### config.mk
export PLATFORM = sky130hd
export DESIGN_NAME = postfix_stack_evaluator_top
export DESIGN_NICKNAME = d
export VERILOG_FILES = /design/src/rtl/pse_pkg.sv /design/src/rtl/pse_useq.sv /design/src/rtl/pse_divider.sv /design/src/rtl/pse_datapath.sv /design/src/rtl/postfix_stack_evaluator_top.sv
export SDC_FILE = /design/constraint.sdc
export NUM_CORES = 2
export LEC_CHECK = 0
export ABC_AREA = 1
export BUFFER_PORTS_ARGS = -buffer_cell sky130_fd_sc_hd__buf_4
export CAP_MARGIN = 10
export CORE_ASPECT_RATIO = 0.5
export CORE_UTILIZATION = 65
export CTS_BUF_LIST = sky130_fd_sc_hd__clkbuf_8 sky130_fd_sc_hd__clkbuf_16
export DETAILED_ROUTE_END_ITERATION = 8
export PLACE_DENSITY = 0.79
export SYNTH_ARGS = -nofsm -noshare
export SYNTH_HDL_FRONTEND = slang
export SYNTH_SLANG_ARGS = --single-unit
export TNS_END_PERCENT = 5
### constraint.sdc
create_clock -name clk -period 7.4 [get_ports clk]
set_input_delay 0.74 -clock clk [delete_from_list [all_inputs] [get_ports clk]]
set_output_delay 0.74 -clock clk [all_outputs]
set_load 0.01 [all_outputs]
### src/rtl/pse_pkg.sv
package pse_pkg;

  // Input characters that act as operators, and the digit zero that offsets pushed values.
  localparam logic [7:0] CH_ADD  = 8'h2B;
  localparam logic [7:0] CH_SUB  = 8'h2D;
  localparam logic [7:0] CH_MUL  = 8'h2A;
  localparam logic [7:0] CH_DIV  = 8'h2F;
  localparam logic [7:0] CH_REM  = 8'h25;
  localparam logic [7:0] CH_ZERO = 8'h30;

  localparam logic [1:0] ST_OK       = 2'd0;
  localparam logic [1:0] ST_OVERFLOW = 2'd1;
  localparam logic [1:0] ST_UNDERFLOW = 2'd2;
  localparam logic [1:0] ST_DIVZERO  = 2'd3;

  typedef logic [3:0] step_t;

  localparam step_t S_WAIT      = 4'd0;
  localparam step_t S_DECODE    = 4'd1;
  localparam step_t S_UNDER_CHK = 4'd2;
  localparam step_t S_DZ_CHK    = 4'd3;
  localparam step_t S_OP_SEL    = 4'd4;
  localparam step_t S_ALU       = 4'd5;
  localparam step_t S_DIV_INIT  = 4'd6;
  localparam step_t S_DIV_STEP  = 4'd7;
  localparam step_t S_DIV_FIX   = 4'd8;
  localparam step_t S_WB        = 4'd9;
  localparam step_t S_PUSH_CHK  = 4'd10;
  localparam step_t S_PUSH      = 4'd11;
  localparam step_t S_ERR_UNDER = 4'd12;
  localparam step_t S_ERR_OVER  = 4'd13;
  localparam step_t S_ERR_DIVZ  = 4'd14;
  localparam step_t S_EMIT      = 4'd15;

  typedef enum logic [3:0] {
    UOP_NONE,
    UOP_FETCH,
    UOP_READ,
    UOP_ALU,
    UOP_DIV_INIT,
    UOP_DIV_STEP,
    UOP_DIV_FIX,
    UOP_WB_OP,
    UOP_PUSH,
    UOP_ERR_UNDER,
    UOP_ERR_OVER,
    UOP_ERR_DIVZ,
    UOP_EMIT
  } uop_t;

  typedef enum logic [3:0] {
    COND_ALWAYS,
    COND_NO_REQ,
    COND_OPERAND,
    COND_UNDER,
    COND_DIVZERO,
    COND_DIVREM,
    COND_DIV_BUSY,
    COND_FULL,
    COND_OUT_BUSY
  } cond_t;

  // One microinstruction: datapath operation, branch condition, and the
  // next step when the condition is true or false.
  typedef struct packed {
    uop_t  uop;
    cond_t cond;
    step_t jt;
    step_t jf;
  } ctrl_word_t;

  typedef struct packed {
    logic is_operand;
    logic under;
    logic full;
    logic divzero;
    logic divrem;
    logic div_last;
    logic out_busy;
  } flags_t;

  function automatic ctrl_word_t microcode(input step_t step);
    ctrl_word_t cw;
    case (step)
      S_WAIT:      cw = '{UOP_FETCH,     COND_NO_REQ,   S_WAIT,      S_DECODE};
      S_DECODE:    cw = '{UOP_NONE,      COND_OPERAND,  S_PUSH_CHK,  S_UNDER_CHK};
      S_UNDER_CHK: cw = '{UOP_READ,      COND_UNDER,    S_ERR_UNDER, S_DZ_CHK};
      S_DZ_CHK:    cw = '{UOP_NONE,      COND_DIVZERO,  S_ERR_DIVZ,  S_OP_SEL};
      S_OP_SEL:    cw = '{UOP_NONE,      COND_DIVREM,   S_DIV_INIT,  S_ALU};
      S_ALU:       cw = '{UOP_ALU,       COND_ALWAYS,   S_WB,        S_WB};
      S_DIV_INIT:  cw = '{UOP_DIV_INIT,  COND_ALWAYS,   S_DIV_STEP,  S_DIV_STEP};
      S_DIV_STEP:  cw = '{UOP_DIV_STEP,  COND_DIV_BUSY, S_DIV_STEP,  S_DIV_FIX};
      S_DIV_FIX:   cw = '{UOP_DIV_FIX,   COND_ALWAYS,   S_WB,        S_WB};
      S_WB:        cw = '{UOP_WB_OP,     COND_ALWAYS,   S_EMIT,      S_EMIT};
      S_PUSH_CHK:  cw = '{UOP_NONE,      COND_FULL,     S_ERR_OVER,  S_PUSH};
      S_PUSH:      cw = '{UOP_PUSH,      COND_ALWAYS,   S_EMIT,      S_EMIT};
      S_ERR_UNDER: cw = '{UOP_ERR_UNDER, COND_ALWAYS,   S_EMIT,      S_EMIT};
      S_ERR_OVER:  cw = '{UOP_ERR_OVER,  COND_ALWAYS,   S_EMIT,      S_EMIT};
      S_ERR_DIVZ:  cw = '{UOP_ERR_DIVZ,  COND_ALWAYS,   S_EMIT,      S_EMIT};
      S_EMIT:      cw = '{UOP_EMIT,      COND_OUT_BUSY, S_EMIT,      S_WAIT};
      default:     cw = '{UOP_NONE,      COND_ALWAYS,   S_WAIT,      S_WAIT};
    endcase
    return cw;
  endfunction

endpackage

### src/rtl/pse_useq.sv
module pse_useq (
  input  logic                clk,
  input  logic                rst,
  input  logic                in_valid,
  input  pse_pkg::flags_t     flags,
  output pse_pkg::ctrl_word_t cw
);

  pse_pkg::step_t upc;
  pse_pkg::step_t upc_next;
  logic           taken;

  assign cw = pse_pkg::microcode(upc);

  always_comb begin
    case (cw.cond)
      pse_pkg::COND_ALWAYS:   taken = 1'b1;
      pse_pkg::COND_NO_REQ:   taken = !in_valid;
      pse_pkg::COND_OPERAND:  taken = flags.is_operand;
      pse_pkg::COND_UNDER:    taken = flags.under;
      pse_pkg::COND_DIVZERO:  taken = flags.divzero;
      pse_pkg::COND_DIVREM:   taken = flags.divrem;
      pse_pkg::COND_DIV_BUSY: taken = !flags.div_last;
      pse_pkg::COND_FULL:     taken = flags.full;
      pse_pkg::COND_OUT_BUSY: taken = flags.out_busy;
      default:                taken = 1'b1;
    endcase
    upc_next = taken ? cw.jt : cw.jf;
  end

  always_ff @(posedge clk) begin
    if (rst) begin
      upc <= pse_pkg::S_WAIT;
    end else begin
      upc <= upc_next;
    end
  end

endmodule

### src/rtl/pse_divider.sv
module pse_divider (
  input  logic        clk,
  input  logic        rst,
  input  logic        init,
  input  logic        step_en,
  input  logic [31:0] dividend,
  input  logic [31:0] divisor,
  output logic [31:0] quotient,
  output logic [31:0] remainder,
  output logic        last
);

  logic [31:0] dvsr;
  logic [5:0]  count;
  logic [32:0] trial;

  // Restoring division, one quotient bit per cycle while step_en is high, on unsigned magnitudes.
  assign trial = {remainder, quotient[31]} - {1'b0, dvsr};
  assign last  = (count == 6'd1);

  always_ff @(posedge clk) begin
    if (rst) begin
      count <= 6'd0;
    end else if (init) begin
      count <= 6'd32;
    end else if (step_en && count != 6'd0) begin
      count <= count - 6'd1;
    end
  end

  always_ff @(posedge clk) begin
    if (init) begin
      dvsr      <= divisor;
      quotient  <= dividend;
      remainder <= 32'd0;
    end else if (step_en) begin
      if (!trial[32]) begin
        remainder <= trial[31:0];
        quotient  <= {quotient[30:0], 1'b1};
      end else begin
        remainder <= {remainder[30:0], quotient[31]};
        quotient  <= {quotient[30:0], 1'b0};
      end
    end
  end

endmodule

### src/rtl/pse_datapath.sv
module pse_datapath #(
  parameter int STACK_DEPTH = 16
) (
  input  logic                clk,
  input  logic                rst,
  input  pse_pkg::ctrl_word_t cw,
  input  logic                in_accept,
  input  logic [7:0]          symbol,
  output pse_pkg::flags_t     flags,
  output logic                out_valid,
  input  logic                out_stall,
  output logic signed [31:0]  top_value,
  output logic [4:0]          stack_depth,
  output logic [1:0]          status
);

  localparam int DW = $clog2(STACK_DEPTH + 1);
  localparam int AW = $clog2(STACK_DEPTH);

  logic [31:0]   mem [STACK_DEPTH];
  logic [7:0]    sym;
  logic [DW-1:0] depth;
  logic [DW-1:0] below;
  logic [31:0]   tos;
  logic [31:0]   lhs;
  logic [31:0]   res;
  logic [1:0]    st;
  logic          lhs_neg;
  logic          rhs_neg;
  logic [31:0]   push_val;
  logic [31:0]   alu_out;
  logic [31:0]   div_quo;
  logic [31:0]   div_rem;
  logic          div_last;
  logic          is_op;
  logic          out_busy;
  logic          mem_we;
  logic [AW-1:0] mem_waddr;
  logic [31:0]   mem_wdata;

  assign below    = depth - DW'(2);
  assign lhs_neg  = lhs[31];
  assign rhs_neg  = tos[31];
  assign push_val = {{24{sym[7]}}, sym} - {24'd0, pse_pkg::CH_ZERO};
  assign out_busy = out_valid && out_stall;

  assign is_op = (sym == pse_pkg::CH_ADD) || (sym == pse_pkg::CH_SUB) ||
                 (sym == pse_pkg::CH_MUL) || (sym == pse_pkg::CH_DIV) ||
                 (sym == pse_pkg::CH_REM);

  always_comb begin
    flags.is_operand = !is_op;
    flags.under      = depth < DW'(2);
    flags.full       = depth == DW'(STACK_DEPTH);
    flags.divrem     = (sym == pse_pkg::CH_DIV) || (sym == pse_pkg::CH_REM);
    flags.divzero    = flags.divrem && (tos == 32'd0);
    flags.div_last   = div_last;
    flags.out_busy   = out_busy;
  end

  // The top of the stack is kept in tos; the left operand comes from memory.
  always_comb begin
    case (sym)
      pse_pkg::CH_ADD: alu_out = lhs + tos;
      pse_pkg::CH_SUB: alu_out = lhs - tos;
      default:         alu_out = lhs * tos;
    endcase
  end

  pse_divider u_div (
    .clk       (clk),
    .rst       (rst),
    .init      (cw.uop == pse_pkg::UOP_DIV_INIT),
    .step_en   (cw.uop == pse_pkg::UOP_DIV_STEP),
    .dividend  (lhs_neg ? (32'd0 - lhs) : lhs),
    .divisor   (rhs_neg ? (32'd0 - tos) : tos),
    .quotient  (div_quo),
    .remainder (div_rem),
    .last      (div_last)
  );

  always_comb begin
    mem_we    = 1'b0;
    mem_waddr = below[AW-1:0];
    mem_wdata = res;
    case (cw.uop)
      pse_pkg::UOP_WB_OP: begin
        mem_we = 1'b1;
      end
      pse_pkg::UOP_PUSH: begin
        mem_we    = 1'b1;
        mem_waddr = depth[AW-1:0];
        mem_wdata = push_val;
      end
      default: begin
        mem_we = 1'b0;
      end
    endcase
  end

  always_ff @(posedge clk) begin
    if (mem_we) begin
      mem[mem_waddr] <= mem_wdata;
    end
    if (cw.uop == pse_pkg::UOP_READ) begin
      lhs <= mem[below[AW-1:0]];
    end
  end

  always_ff @(posedge clk) begin
    if (in_accept) begin
      sym <= symbol;
    end
    case (cw.uop)
      pse_pkg::UOP_ALU: begin
        res <= alu_out;
      end
      pse_pkg::UOP_DIV_FIX: begin
        if (sym == pse_pkg::CH_DIV) begin
          res <= (lhs_neg ^ rhs_neg) ? (32'd0 - div_quo) : div_quo;
        end else begin
          res <= lhs_neg ? (32'd0 - div_rem) : div_rem;
        end
      end
      pse_pkg::UOP_WB_OP: begin
        tos <= res;
        st  <= pse_pkg::ST_OK;
      end
      pse_pkg::UOP_PUSH: begin
        tos <= push_val;
        st  <= pse_pkg::ST_OK;
      end
      pse_pkg::UOP_ERR_UNDER: begin
        st <= pse_pkg::ST_UNDERFLOW;
      end
      pse_pkg::UOP_ERR_OVER: begin
        st <= pse_pkg::ST_OVERFLOW;
      end
      pse_pkg::UOP_ERR_DIVZ: begin
        st <= pse_pkg::ST_DIVZERO;
      end
      default: begin
      end
    endcase
    if (cw.uop == pse_pkg::UOP_EMIT && !out_busy) begin
      top_value   <= (depth == '0) ? 32'sd0 : $signed(tos);
      stack_depth <= 5'(depth);
      status      <= st;
    end
  end

  always_ff @(posedge clk) begin
    if (rst) begin
      depth     <= '0;
      out_valid <= 1'b0;
    end else begin
      if (cw.uop == pse_pkg::UOP_WB_OP) begin
        depth <= depth - DW'(1);
      end else if (cw.uop == pse_pkg::UOP_PUSH) begin
        depth <= depth + DW'(1);
      end
      if (cw.uop == pse_pkg::UOP_EMIT && !out_busy) begin
        out_valid <= 1'b1;
      end else if (out_valid && !out_stall) begin
        out_valid <= 1'b0;
      end
    end
  end

endmodule

### src/rtl/postfix_stack_evaluator_top.sv
// Postfix expression evaluator: each request carries one character. The
// characters + - * / % pop two values, combine them and push the result;
// any other character pushes its signed byte value minus 48. Each request
// yields one result with the new top value, the depth and a status, and an
// erroring request leaves the stack untouched. A small microcode program
// steps a shared datapath. A push checks for a full stack and then writes.
// An operator reads its left operand and checks for underflow and a zero
// divisor; add, subtract and multiply then use the ALU, while divide and
// remainder run the radix-2 divider, one quotient bit per cycle, and then
// fix the signs. The result is registered as the evaluator returns to wait
// for the next request, and that request can be taken while the previous
// result still waits at the output register; a new result then waits in
// its last step until the previous one has been taken.
module postfix_stack_evaluator_top #(
  parameter int STACK_DEPTH = 16
) (
  input  logic               clk,
  input  logic               rst,
  input  logic               in_valid,
  output logic               in_stall,
  input  logic [7:0]         symbol,
  output logic               out_valid,
  input  logic               out_stall,
  output logic signed [31:0] top_value,
  output logic [4:0]         stack_depth,
  output logic [1:0]         status
);

  pse_pkg::ctrl_word_t cw;
  pse_pkg::flags_t     flags;
  logic                in_accept;

  assign in_stall  = (cw.uop != pse_pkg::UOP_FETCH);
  assign in_accept = in_valid && !in_stall;

  pse_useq u_useq (
    .clk      (clk),
    .rst      (rst),
    .in_valid (in_valid),
    .flags    (flags),
    .cw       (cw)
  );

  pse_datapath #(
    .STACK_DEPTH (STACK_DEPTH)
  ) u_dp (
    .clk         (clk),
    .rst         (rst),
    .cw          (cw),
    .in_accept   (in_accept),
    .symbol      (symbol),
    .flags       (flags),
    .out_valid   (out_valid),
    .out_stall   (out_stall),
    .top_value   (top_value),
    .stack_depth (stack_depth),
    .status      (status)
  );

endmodule

# Yosys cells after proc, flatten, opt, wreduce, memory -nomap -nowiden
# Memories as Yosys holds them, arrays and structs flattened. A register that Yosys moved wholly into a read port is not among the register bits.
# Index checks and enable logic that the tools add are counted.
# W data, S select, Z words.
# word_totals
reg_bits	221
output_inout_bits	41
memories	2
inputBits	12
elab_cells	114
ramBits	512
romBits	256
# op_classes
n_eq_ne	27
n_reduce_logical	28
muxes	27
n_bitwise	1
mul	1
add_sub_neg	12
n_lt_le_gt_ge	1
# mem_list
memory	depth	word_bits	rd	rd_clocked_by_memory_dff	wr	line	text
u_dp.mem	16	32	1	1	1	pse_datapath.sv:20	logic [31:0] mem [STACK_DEPTH];
(name not given)	16	16	1	1	0	pse_pkg.sv:84	case (step)
# op_table
op	n
$mux W32	8
$pmux W32 S2	3
$sub A1 B32 Y32 const A	4
$eq A8 B6 Y1 const B	5
$sub A33 B32 Y33	1
$add A32 B32 Y32	1
$eq A4 B3 Y1 const B	8
$logic_not A32 Y1	1
$mul A32 B32 Y32	1
$sub A32 B32 Y32	1
$mux W31	1
$eq A4 B4 Y1 const B	6
$eq A4 B2 Y1 const B	4
$mux W4	3
$mux W6	2
$mux W5	2
$reduce_bool A2 Y1	5
$sub A8 B7 Y9 const B	1
$pmux W1 S8	1
$pmux W2 S4	1
$eq A6 B1 Y1 const B	1
$logic_and A1 B1 Y1	6
$logic_not A1 Y1	6
$mux W1	6
other kinds (14)	19

# Longest topological paths before layout
# depth
ltp_word	9
mapped_depth	37
ltp_nobuf	35

# By module
# Synthesis repeated with hierarchy kept, for this count alone.
# hier_totals
cells_unflattened	6507
area_unflattened_um2	56205.2
# modules_own_cells
mod	cells_each	seq_area_each_um2	area_per_inst_um2	instances
pse_datapath	5290	19849.0	48124.9	1
pse_divider	1043	2682.6	6926.6	1
pse_useq	168	320.3	1121.1	1
postfix_stack_evaluator_top	6	0.0	32.5	1

# Least setup slack after synthesis
# No wires, ideal clock.
# synth_timing
kind	reg-to-reg
startpoint	register u_dp.tos[6]
endpoint	register u_dp.res[27] (data pin)
path_slack_ns	0.625
t_arrival_ns	6.519
path_stages_with_launch	28
synth_period_minus_slack_ns	6.775
cell_sequence	edfxtp_1 > clkbuf_1 > buf_1 > nand2_1 > inv_1 > fa_1 > fa_1 > fa_1 > inv_1 > fa_1 > inv_1 > fa_1 > inv_1 > fa_1 > inv_1 > fa_1 > fa_1 > ha_1 > nand2_1 > nor4_1 > nand4_1 > nand3_1 > a21oi_1 > xnor2_1 > nand2_1 > o21ai_0 > nand2_1 > nand2_1
# synth_via
elab_chain_cells	3
elab_cells_between_ends	5
# synth_rtl
item	line	text
start, declared	pse_datapath.sv:24	logic [31:0] tos;
start signal, assigned	pse_datapath.sv:126	tos <= res;
start signal, assigned	pse_datapath.sv:130	tos <= push_val;
$mul A32 B32 Y32 (tied with other cells)	pse_datapath.sv:66	default: alu_out = lhs * tos;
$pmux W32 S2 (*)	pse_datapath.sv:63	case (sym)
$pmux W32 S2 (*)	pse_datapath.sv:114	case (cw.uop)
end signal, assigned	pse_datapath.sv:116	res <= alu_out;
end signal, assigned	pse_datapath.sv:120	res <= (lhs_neg ^ rhs_neg) ? (32'd0 - div_quo) : div_quo;
end signal, assigned	pse_datapath.sv:122	res <= lhs_neg ? (32'd0 - div_rem) : div_rem;
end, declared	pse_datapath.sv:26	logic [31:0] res;
# Every way passes the cells marked *; elsewhere a longest branch is shown, timed or not.
# A chain may end at the register's enable or synchronous reset.

# Final worst setup path
# layout_timing
startpoint	register u_dp.lhs[1], read port of u_dp.mem
endpoint	register u_dp.res[18] (data pin)
# layout_via
elab_chain_cells	3
elab_cells_between_ends	5
# layout_rtl
item	line	text
start, declared	pse_datapath.sv:25	logic [31:0] lhs;
$mul A32 B32 Y32 (tied with other cells)	pse_datapath.sv:66	
$pmux W32 S2 (*)	pse_datapath.sv:63	
$pmux W32 S2 (*)	pse_datapath.sv:114	
# Marked as above.

==> results.sh <==
export IMPL_synth_ff_type="edfxtp_1"
export IMPL_hold_class="primary input to register"
export IMPL_synth_compound_area_share_pct=11.22
export IMPL_io_buffers=52
export IMPL_syn_inst=6166
export IMPL_clkTransAtPathRegs_ns=0.07
export IMPL_fin_area_um2=60360
export IMPL_worstPathArrival_ns=7.69
export IMPL_antenna_found_initial=16
export IMPL_clk_path_buf_depth=3
export IMPL_vias_per_cell=6.282
export IMPL_grt_pass1_vias=45200
export IMPL_cts_tree="built"
export IMPL_yosysWarnings=0
export IMPL_max_freq_ghz=0.1366
export IMPL_setup_tns_ns=0
export IMPL_min_period_ns=7.323
export IMPL_globalRouteOverflowTotal=0
export IMPL_clk_latency_ns=0.70
export IMPL_synth_top_family_by_area="adder cells"
export IMPL_clockRootBuffer="clkbuf_16"
export IMPL_drt_pass1_iterations=9
export IMPL_synth_cell_types=66
export IMPL_synth_common_cells="1305 x nand2_1, 1048 x inv_1, 721 x edfxtp_1"
export IMPL_slew_headroom_pct=7.415
export IMPL_drt_wl_total_um=190200
export IMPL_slew_viol_final=0
export IMPL_whs_path_depth=1
export IMPL_final_nets=6826
export IMPL_worst_setup_path_type="register to register"
export IMPL_rows=75
export IMPL_core_um2=84080
export IMPL_dieArea_um2=86340
export IMPL_pin_count=53
export IMPL_drc=0
export IMPL_grt_usage_pct=44.00
export IMPL_cts_buffers=71
export IMPL_synth_avg_cell_area_um2=8.971
export IMPL_clock_sinks=781
export IMPL_gp_congestion=1.058
export IMPL_rsz0062_at_grt="false"
export IMPL_synthMuxAreaShare_pct=0
export IMPL_yosysMostFrequentCell="nand2_1"
export IMPL_chipWidth_um=414.5
export IMPL_dp_hpwl_um=135700
export IMPL_grt_start_max_net_pins=112
export IMPL_crit_required_ns=7.77
export IMPL_synth_area_um2=55310
export IMPL_start_util_pct=65.79
export IMPL_crit_fanout=7
export IMPL_initialDrtViolationCount=7113
export IMPL_yosysSeqAreaShare_pct=41.31
export IMPL_via_count=46340
export IMPL_synthXorXnorAreaFrac_pct=1.868
export IMPL_setup_viol=0
export IMPL_drive_above_1_share_pct=8.185
export IMPL_synth_edf_count=721
export IMPL_wl_per_cell_um=25.78
export IMPL_cap_violations=0
export IMPL_grt_pass1_wl_um=279400
export IMPL_cp_start_kind="register"
export IMPL_hold_viol=0
export IMPL_dpl_cell_area_um2=57570
export IMPL_fill_cells=6018
export IMPL_postRouteAntennaNets=0
export IMPL_period_share_pct=98.96
export IMPL_outcome="finished clean"
export IMPL_synthTopCellsByArea="edfxtp_1 39%, fa_1 15%, nand2_1 8.9%, inv_1 7.1%, o21ai_0 5.1%"
export IMPL_worst_r2r_cell_count=26
export IMPL_critPathCaptureType="register"
export IMPL_yosys_area_top_type="edfxtp_1"
export IMPL_synth_nets=6795
export IMPL_synthAdderAreaFrac_pct=19.53
export IMPL_die_y_um=208.3
export IMPL_async_flop_share_pct=0
export IMPL_htree_levels=3
export IMPL_synth_ff_latch_count=781
export IMPL_fin_skew_ns=0.04727
export IMPL_synth_simple_gate_area_share_pct=16.41
export IMPL_tightest_slew_ns=1.374
export IMPL_netlist_area_leader_share_pct=39.14
export IMPL_area_growth_pct=9.116
cell type report:
cell class / instances / area, µm² / area share, %
antenna: 6 / 15.01 / 0.02488
clock buffer: 74 / 1841 / 3.049
clock inverter: 57 / 625.6 / 1.037
inverter: 1066 / 4018 / 6.657
multi-input combinational: 4002 / 27310 / 45.25
sequential: 781 / 22860 / 37.87
tap: 1116 / 1396 / 2.314
timing repair buffer: 275 / 2290 / 3.794
metrics by stage:
step           setup slack (ns)  hold slack (ns)  utilization, %  std cells
3_3_place_gp            0.09194           0.4105           68.47       7210
3_5_place_dp            0.05223           0.4054           68.47       7210
4_1_cts                 0.03300           0.2050           71.41       7341
6_report                0.07667           0.2328           71.78       7377
2_1_floorplan            0.6252           0.4003               -       6166
5_1_grt                0.006409           0.2137           71.76       7371
final timing paths:
check / startpoint / to / slack, ns
worst max-delay path: u_dp.lhs[1]$_DFFE_PN_ / u_dp.res[18]$_DFFE_PP_ / 0.08
worst min register to register: u_dp.st[1]$_DFFE_PP_ / u_dp.status[1]$_DFFE_PP_ / 0.42
worst max register to register: u_dp.lhs[1]$_DFFE_PN_ / u_dp.res[18]$_DFFE_PP_ / 0.08
worst min-delay path: symbol[5] / u_dp.sym[5]$_DFFE_PP_ / 0.23
cells in the final DEF, fill, tap and decap left out, types with 18 or more instances in the layout:
master     count
o221ai_1      96
nand3_1      190
nor2_4        24
buf_12        18
inv_1       1058
o211ai_1      44
fa_1         411
nand2_1     1305
clkbuf_16     73
o22ai_1       57
nor2_1       502
nor4_1        21
dfxtp_1       58
a21oi_1      197
edfxtp_1     721
nor3_1        34
buf_4        256
nand4_1       31
xnor2_1       38
o21ai_0      553
a21o_1        23
xor2_1        79
ha_1         206
a31oi_1       22
kinds of logic after synthesis:
kind of cell               after synthesis
adders and majority gates              617
and+or+nand+nor                       2191
buffers and inverters                 1383
AOI/OAI and AO/OA                     1076
xor gates and xnor gates               118
DFF                                    781
sequential cells by signal, summed over array words and instances (netlist names), 8 cells and up:
register and count:
u_dp.mem 512, u_dp.lhs 32, u_dp.res 32, u_dp.top_value 32, u_dp.tos 32, u_dp.u_div.dvsr 32
u_dp.u_div.quotient 32, u_dp.u_div.remainder 32, u_useq.cw 16, u_dp.sym 8
routing by layer:
layer	part of all wire, %	track usage, %	up-vias	routed length (µm)
li1	-	-	20080	-
met1	38	61.21	22250	72100
met2	42	62.82	3478	79380
met3	16	16.56	528	30910
met4	4.0	16.70	12	7696
met5	0.039	0	-	74
timing repair:
action                     CTS  global route
resized for setup            0             6
hold buffers                 0             0
buffers inserted             0            28
setup endpoints to repair    0             9
critical path: stages, from the launching register on:
cell and delay [ns]:
edfxtp_1 0.98, buf_4 0.32, buf_4 0.21, nand2_1 0.11, fa_1 0.44, fa_1 0.44, fa_1 0.52, inv_1 0.04
ha_1 0.17, ha_1 0.29, ha_1 0.15, inv_1 0.05, fa_1 0.51, inv_1 0.05, fa_1 0.46, ha_1 0.34
inv_1 0.04, o21ai_0 0.28, o21bai_1 0.25, a21o_1 0.20, a21oi_1 0.09, nand2_1 0.07, nand2_1 0.05, o21ai_0 0.28
buf_4 0.17, nand2_1 0.16, o31ai_1 0.28
Power is not shown: default switching activity piles up to over one toggle a cycle in this logic, so the estimate is an artifact.
